$ cat config.mk
export PLATFORM = sky130hd
export DESIGN_NAME = rrfc_frame_core
export DESIGN_NICKNAME = d
export VERILOG_FILES = /design/src/hw/rtl/rrfc_pkg.sv /design/src/hw/rtl/rrfc_frame_core.sv
export SDC_FILE = /design/constraint.sdc
export NUM_CORES = 1
export LEC_CHECK = 0
export BUFFER_PORTS_ARGS = -buffer_cell sky130_fd_sc_hd__buf_2
export CORE_MARGIN = 3
export CORE_UTILIZATION = 55
export CTS_BUF_LIST = sky130_fd_sc_hd__clkbuf_4 sky130_fd_sc_hd__clkbuf_8
export DETAILED_ROUTE_END_ITERATION = 8
export PLACE_DENSITY = 0.82
export SYNTH_ARGS = -nofsm -noshare
export SYNTH_HDL_FRONTEND = slang
export SYNTH_SLANG_ARGS = --single-unit
export TNS_END_PERCENT = 30
$ cat constraint.sdc
create_clock -name clk -period 4.08 [get_ports clk]
set_clock_uncertainty 0.05 [all_clocks]
set_input_delay 0.204 -clock clk [delete_from_list [all_inputs] [get_ports clk]]
set_output_delay 0.204 -clock clk [all_outputs]
set_load 0.03 [all_outputs]
$ cat src/hw/rtl/rrfc_pkg.sv
// rrfc_pkg: shared types, register indexes, status codes and the crc byte update
// for the read response frame checker; depends on nothing
package rrfc_pkg;

  localparam int unsigned CFG_IDX_W  = 3;
  localparam int unsigned CFG_DATA_W = 8;
  localparam int unsigned CNT_W      = 8;

  // configuration register indexes
  localparam logic [CFG_IDX_W-1:0] REG_TELEM_ADDR   = 3'd0;
  localparam logic [CFG_IDX_W-1:0] REG_KEYCFG_ADDR  = 3'd1;
  localparam logic [CFG_IDX_W-1:0] REG_FUNC_CODE    = 3'd2;
  localparam logic [CFG_IDX_W-1:0] REG_TELEM_BCNT   = 3'd3;
  localparam logic [CFG_IDX_W-1:0] REG_KEYCFG_BCNT  = 3'd4;
  localparam logic [CFG_IDX_W-1:0] REG_TELEM_LEN    = 3'd5;
  localparam logic [CFG_IDX_W-1:0] REG_KEYCFG_LEN   = 3'd6;

  localparam logic [15:0] CRC_INIT = 16'hFFFF;
  localparam logic [15:0] CRC_POLY = 16'hA001;

  typedef enum logic [1:0] {
    STAT_OK      = 2'd0,
    STAT_LEN_ERR = 2'd1,
    STAT_HDR_ERR = 2'd2,
    STAT_CRC_ERR = 2'd3
  } status_t;

  // configuration register set
  typedef struct packed {
    logic [7:0] telem_addr;
    logic [7:0] keycfg_addr;
    logic [7:0] func_code;
    logic [7:0] telem_bcnt;
    logic [7:0] keycfg_bcnt;
    logic [7:0] telem_len;
    logic [7:0] keycfg_len;
  } cfg_t;

  // one received word
  typedef struct packed {
    logic       kind;
    logic [7:0] rx_byte;
    logic       last;
  } in_word_t;

  // one frame verdict
  typedef struct packed {
    status_t     status;
    logic [15:0] crc;
  } res_word_t;

  // crc-16/modbus update by one byte, reflected
  function automatic logic [15:0] crc_byte(input logic [15:0] crc_in, input logic [7:0] b);
    logic [15:0] c;
    c = crc_in ^ {8'h00, b};
    for (int i = 0; i < 8; i++) begin
      if (c[0]) begin
        c = (c >> 1) ^ CRC_POLY;
      end else begin
        c = c >> 1;
      end
    end
    return c;
  endfunction

endpackage

$ cat src/hw/rtl/rrfc_frame_core.sv
// rrfc_frame_core: per-frame state, header compare, crc accumulation and verdict
// depends on rrfc_pkg
module rrfc_frame_core #(
  parameter int unsigned MAX_FRAME_BYTES = 255
) (
  input  logic                clk,
  input  logic                rst_n,
  input  rrfc_pkg::cfg_t      cfg,
  input  logic                word_valid,
  output logic                word_ready,
  input  rrfc_pkg::in_word_t  word,
  output logic                res_valid,
  input  logic                res_ready,
  output rrfc_pkg::res_word_t res
);

  localparam logic [rrfc_pkg::CNT_W-1:0] MAX_CNT = rrfc_pkg::CNT_W'(MAX_FRAME_BYTES);

  logic [15:0]                crc_r, crc_nxt;
  logic [rrfc_pkg::CNT_W-1:0] cnt_r, cnt_nxt;
  logic                       hdr_r, hdr_nxt;
  logic [7:0]                 held0_r, held0_nxt;
  logic [7:0]                 held1_r, held1_nxt;
  logic                       kind_r, kind_nxt;

  logic                       fire;
  logic                       kind;
  logic                       hdr_upd;
  logic [15:0]                crc_upd;
  logic [rrfc_pkg::CNT_W-1:0] cnt_upd;
  logic [7:0]                 len_exp;
  logic [15:0]                wire_crc;
  rrfc_pkg::status_t          status;

  // a non-final word always passes; the final word waits for the result stage
  assign word_ready = !word.last || res_ready;
  assign fire       = word_valid && word_ready;
  assign res_valid  = word_valid && word.last;

  // per-word update
  always_comb begin
    kind    = (cnt_r == '0) ? word.kind : kind_r;
    hdr_upd = hdr_r;
    if (cnt_r == rrfc_pkg::CNT_W'(0)) begin
      if (word.rx_byte != (kind ? cfg.keycfg_addr : cfg.telem_addr)) hdr_upd = 1'b1;
    end else if (cnt_r == rrfc_pkg::CNT_W'(1)) begin
      if (word.rx_byte != cfg.func_code) hdr_upd = 1'b1;
    end else if (cnt_r == rrfc_pkg::CNT_W'(2)) begin
      if (word.rx_byte != (kind ? cfg.keycfg_bcnt : cfg.telem_bcnt)) hdr_upd = 1'b1;
    end
    crc_upd  = (cnt_r >= rrfc_pkg::CNT_W'(2)) ? rrfc_pkg::crc_byte(crc_r, held0_r) : crc_r;
    cnt_upd  = (cnt_r < MAX_CNT) ? cnt_r + rrfc_pkg::CNT_W'(1) : cnt_r;
    len_exp  = kind ? cfg.keycfg_len : cfg.telem_len;
    wire_crc = {word.rx_byte, held1_r};
  end

  // verdict, length first, then header, then crc
  always_comb begin
    priority if (cnt_upd != len_exp) begin
      status = rrfc_pkg::STAT_LEN_ERR;
    end else if (hdr_upd || cnt_upd < rrfc_pkg::CNT_W'(3)) begin
      status = rrfc_pkg::STAT_HDR_ERR;
    end else if (crc_upd != wire_crc) begin
      status = rrfc_pkg::STAT_CRC_ERR;
    end else begin
      status = rrfc_pkg::STAT_OK;
    end
    res.status = status;
    res.crc    = crc_upd;
  end

  // next state: advance on each word, clear after the final one
  always_comb begin
    crc_nxt   = crc_r;
    cnt_nxt   = cnt_r;
    hdr_nxt   = hdr_r;
    held0_nxt = held0_r;
    held1_nxt = held1_r;
    kind_nxt  = kind_r;
    if (fire) begin
      if (word.last) begin
        crc_nxt   = rrfc_pkg::CRC_INIT;
        cnt_nxt   = '0;
        hdr_nxt   = 1'b0;
        held0_nxt = '0;
        held1_nxt = '0;
        kind_nxt  = 1'b0;
      end else begin
        crc_nxt   = crc_upd;
        cnt_nxt   = cnt_upd;
        hdr_nxt   = hdr_upd;
        held0_nxt = held1_r;
        held1_nxt = word.rx_byte;
        kind_nxt  = kind;
      end
    end
  end

  // frame state registers
  always_ff @(posedge clk) begin
    if (!rst_n) begin
      crc_r   <= rrfc_pkg::CRC_INIT;
      cnt_r   <= '0;
      hdr_r   <= 1'b0;
      held0_r <= '0;
      held1_r <= '0;
      kind_r  <= 1'b0;
    end else begin
      crc_r   <= crc_nxt;
      cnt_r   <= cnt_nxt;
      hdr_r   <= hdr_nxt;
      held0_r <= held0_nxt;
      held1_r <= held1_nxt;
      kind_r  <= kind_nxt;
    end
  end

  // crc stays at its seed until the third byte has been shifted in
  a_crc_seed: assert property (@(posedge clk) disable iff (!rst_n)
    (cnt_r < rrfc_pkg::CNT_W'(3)) |-> (crc_r == rrfc_pkg::CRC_INIT))
    else $error("crc accumulated before third byte");

  // counter never passes its saturation value
  a_cnt_sat: assert property (@(posedge clk) disable iff (!rst_n)
    cnt_r <= MAX_CNT)
    else $error("byte counter beyond saturation");

  // a header flag only exists inside a frame
  a_hdr_in_frame: assert property (@(posedge clk) disable iff (!rst_n)
    hdr_r |-> (cnt_r != '0))
    else $error("header flag set outside a frame");

  // the final word of a frame clears the frame state
  a_clear_after_last: assert property (@(posedge clk) disable iff (!rst_n)
    (fire && word.last) |=> (cnt_r == '0 && !hdr_r && crc_r == rrfc_pkg::CRC_INIT))
    else $error("frame state not cleared after final word");

endmodule

# Yosys cells after proc, flatten, opt, wreduce, memory -nomap -nowiden
# Cells that the tools add are included.
[word_totals]
reg_bits = 42
input_bits = 70
output_inout_bits = 20
wordCells = 61
[op_classes]
addsub = 1
order_cmp = 3
eq_ne = 7
muxes = 29
bitwise = 9
n_reduce_logical = 6
[ops]
columns = ["op", "n"]
rows = [
  ["$mux 16", 10],
  ["$mux 8", 7],
  ["$ne 8x8->1", 4],
  ["$not 2->3", 8],
  ["$ne 16x16->1", 1],
  ["$xor 16x8->16", 1],
  ["$mux 1", 9],
  ["$add 8x1->8 const B", 1],
  ["$eq 8x1->1 const B", 1],
  ["$eq 8x2->1 const B", 1],
  ["$ge 8x2->1 const B", 1],
  ["$logic_not 8->1", 1],
  ["$lt 8x2->1 const B", 1],
  ["$lt 8x8->1 const B", 1],
  ["$mux 2", 3],
  ["$logic_and 1x1->1", 2],
  ["$logic_or 1x1->1", 2],
  ["$logic_not 1->1", 1],
]

# Longest topological paths before layout
[logic_depth]
ltp_word = 22
ltp_mapped = 11
ltp_nobuf = 10

# Least setup slack after synthesis
# OpenSTA, ideal clock, no wires.
[synth_timing]
kind = "register to output"
start = "register cnt_r[0] (netlist bit)"
end = "output res[17] (netlist bit)"
arrival_time_ns = 2.883
required_time_ns = 3.826
setup_slack_ns = 0.943
stages_incl_launch_ff = 11
path_cell_list = "dfxtp_1 -> inv_1 -> ha_1 -> or4_1 -> nor2_2 -> o21ai_1 -> xnor2_1 -> a2111oi_0 -> nand4_1 -> nor4_1 -> a31oi_1"
[synth_lines]
columns = ["element", "line_no", "rtl"]
rows = [
  ["start, declared", "rrfc_frame_core.sv:20", "logic [rrfc_pkg::CNT_W-1:0] cnt_r, cnt_nxt;"],
  ["start signal, assigned", "rrfc_frame_core.sv:110", "cnt_r <= cnt_nxt;"],
  ["end, declared", "rrfc_frame_core.sv:14", "output rrfc_pkg::res_word_t res"],
]

==> flow_summary.ini <==
[clocking]
tritoncts = built
clkTransAtPathRegs_ns = 0.09
cts.repair.resized = 0
clock_insertion_delay_worst_skew_ns = 0.30
clock_tree.buffer_depth = 2
post_cts_hold_fix_bufs = 0
post_cts.repair.setup_buffers = 0
clock-sinks = 42
cts.htree.levels = 2
cts_made_buffers = 5
ctsRootBufferMaster = sky130_fd_sc_hd__clkbuf_8

[drt]
drc = 0
wire_per_inst_um = 17.47
avgViaCountPerCell = 6.216
detail_route.wirelength_mm = 10.66
drt_pre_antenna_iters = 6
via_count = 3792
drt_iter0_drc = 385
postRouteAntennaNets = 0

[critical_path]
crit_path_cell_trace = inv_1, ha_1, or4_1, nor2_2, buf_4, o21ai_1, xnor2_1, a2111oi_0, nand4_1, nor4_1, a31oi_1, buf_2
cpMaxStageDelayCell = sky130_fd_sc_hd__nor4_1
max_stage_delay_ns = 0.50
worst_setup_path_start_kind = flip-flop
worst_ep_required_time_ns = 3.83
cp_max_fo = 15
crit_path_end_kind = primary output
worstPathArrival_ns = 3.47
path_class = reg -> out

[yosys]
yosysWarnings = 0
yosys.area.top_type = sky130_fd_sc_hd__dfxtp_1
async_reset_ff_frac = 0
syn-instance-count = 465
synth.net_count = 539
netlist_top_cells_area = sky130_fd_sc_hd__dfxtp_1 24%, sky130_fd_sc_hd__xnor2_1 10%, sky130_fd_sc_hd__nand2_1 7.3%, sky130_fd_sc_hd__xor2_1 4.7%, sky130_fd_sc_hd__nand3_1 4.2%
syn-mean-instance-area_um2 = 7.666
seq_cells_post_synth = 42
synth-edff-count = 0
synth_area_mm2 = 0.003565
synthDominantCellAreaShare = 0.2359
main_synth_ff_type = sky130_fd_sc_hd__dfxtp_1
synth.yosys.seq_area_share = 0.2359
yosys.cell_types.count = 59

[power]
total_leakage_power_nw = 1.676
pwr_density_cell_mw_per_mm2 = 272.1
power_mw = 1.122
worst_ir_drop_vdd_mv = 0.1433

[floorplanning]
initial_utilization = 0.5848
height_of_the_chip_um = 86.51
boundaryPins = 90
die_w_um = 86.51
floorplan.rows = 28
placeable_core_area_mm2 = 0.006096
fp.dieArea_mm2 = 0.007483

[timing]
final_max_slew_viol_count = 0
relSlewSlack = 0.3639
grt_setup_unrepaired = false
setup_viol = 0
report.final.hold_viol_count = 0
timing.fmax_ghz = 0.2684
period_share = 0.9133
setup_total_negative_slack_ns = 0
period_needed_ns = 3.726
worst-slew-pin-transition_ns = 0.9519

[layout]
n_diodes = 0
areaGrowthSynthToFinish_pct = 15.69
layout_commonest_cell = sky130_fd_sc_hd__buf_2
num-nets-final = 608
final_cell_mix = 89 x sky130_fd_sc_hd__buf_2, 69 x sky130_fd_sc_hd__nand2_1, 42 x sky130_fd_sc_hd__dfxtp_1
drive_above_1_share = 0.2093

[global_routing]
vias_in_the_first_global_route = 3457
overflow = 0
grt_pass1_wl_mm = 16.84
global_route.usage.total = 0.2803
grt_antenna_before_repair = 0
grt_start_max_net_pins = 43

[placed_design]
buffer_ports.inserted = 89
globalplace.congestion = 1.003
detailedPlacementHpwl_mm = 7.880

[status]
outcome = completed

[flow_run]
maxCapViolations = 0

[worst_hold_path]
worst_hold_path_type = in -> reg
## registers in the layout, indices dropped and copies added (netlist names)
register  count
cnt_r         8
crc_r        16
hdr_r         1
held0_r       8
held1_r       8
kind_r        1
## layer usage
| metal | global-route usage | wire length, µm | up-vias |
|---|---|---|---|
| met3 | 0.05608 | 1190 | 24 |
| met4 | 0.08782 | 184 | 0 |
| li1 | - | - | 1779 |
| met1 | 0.3818 | 4539 | 1768 |
| met5 | 0 | 0 | - |
| met2 | 0.4465 | 4741 | 221 |
## per-stage QoR
stage                       util  instance area (µm²)  std cells  setup WS (ns)  hold slack, ns
after floorplan                -                 3565        465         0.9427          0.3124
after global placement    0.6539                 3986        602         0.8449          0.4163
after detailed placement  0.6539                 3986        602         0.6998          0.4235
after CTS                 0.6765                 4124        610         0.3446          0.2264
after global routing      0.6765                 4124        610        0.08793          0.2441
final                     0.6765                 4124        610         0.3539          0.2312
## cells in the mapped netlist, drive strengths merged, types with 13 or more instances
master  instances
nand2          69
xnor2          44
dfxtp          42
nand3          30
nor2           27
inv            19
xor2           19
a21boi         18
a21oi          18
o21ai          18
o22ai          18
clkbuf         16
buf            13
## report_power, final
group / total (mW) / internal [mW] / switching (mW) / leakage (nW)
Sequential: 0.431 / 0.418 / 0.0122 / 0.341
Combinational: 0.287 / 0.119 / 0.168 / 1.27
Clock: 0.404 / 0.245 / 0.159 / 0.0683
Total: 1.12 / 0.783 / 0.339 / 1.68
## critical path, delay by kind of cell, from the launching register on
| family | cells | cell delay (ns) |
|---|---|---|
| simple gates | 4 | 1.18 |
| xor+xnor | 1 | 0.14 |
| flops | 1 | 0.45 |
| fa+ha+maj | 1 | 0.24 |
| compound gates | 3 | 0.61 |
| buf+inv | 3 | 0.55 |
## cell families after synthesis
| family | synth area share |
|---|---|
| AND/OR/NAND/NOR | 0.2499 |
| multiplexers | 0.03440 |
| buffers and inverters | 0.05721 |
| XOR/XNOR | 0.1990 |
| flip-flops | 0.2359 |
| AO/OA/AOI/OAI | 0.2096 |
| adder cells (fa/ha/maj) | 0.01404 |
## area by class of cell
cell class                 instances  area [µm²]
fill                             496        1972
multi-input combinational        375        2520
inverter                          19       71.32
clock inverter                     3       68.82
timing repair buffer              91       460.4
clock buffer                       5       68.82
sequential                        42       840.8
tap                               75       93.84
## worst paths after layout
path / start / end / slack (ns) / cells after the start
min reg2reg: held0_r[2] / held0_r[2] / 0.44 / 2
max: cnt_r[0] / res[17] / 0.35 / 12
max reg2reg: cnt_r[0] / hdr_r / 1.46 / 10
min: word[4] / held1_r[3] / 0.23 / 3
Power figures use the tool's default switching activity.
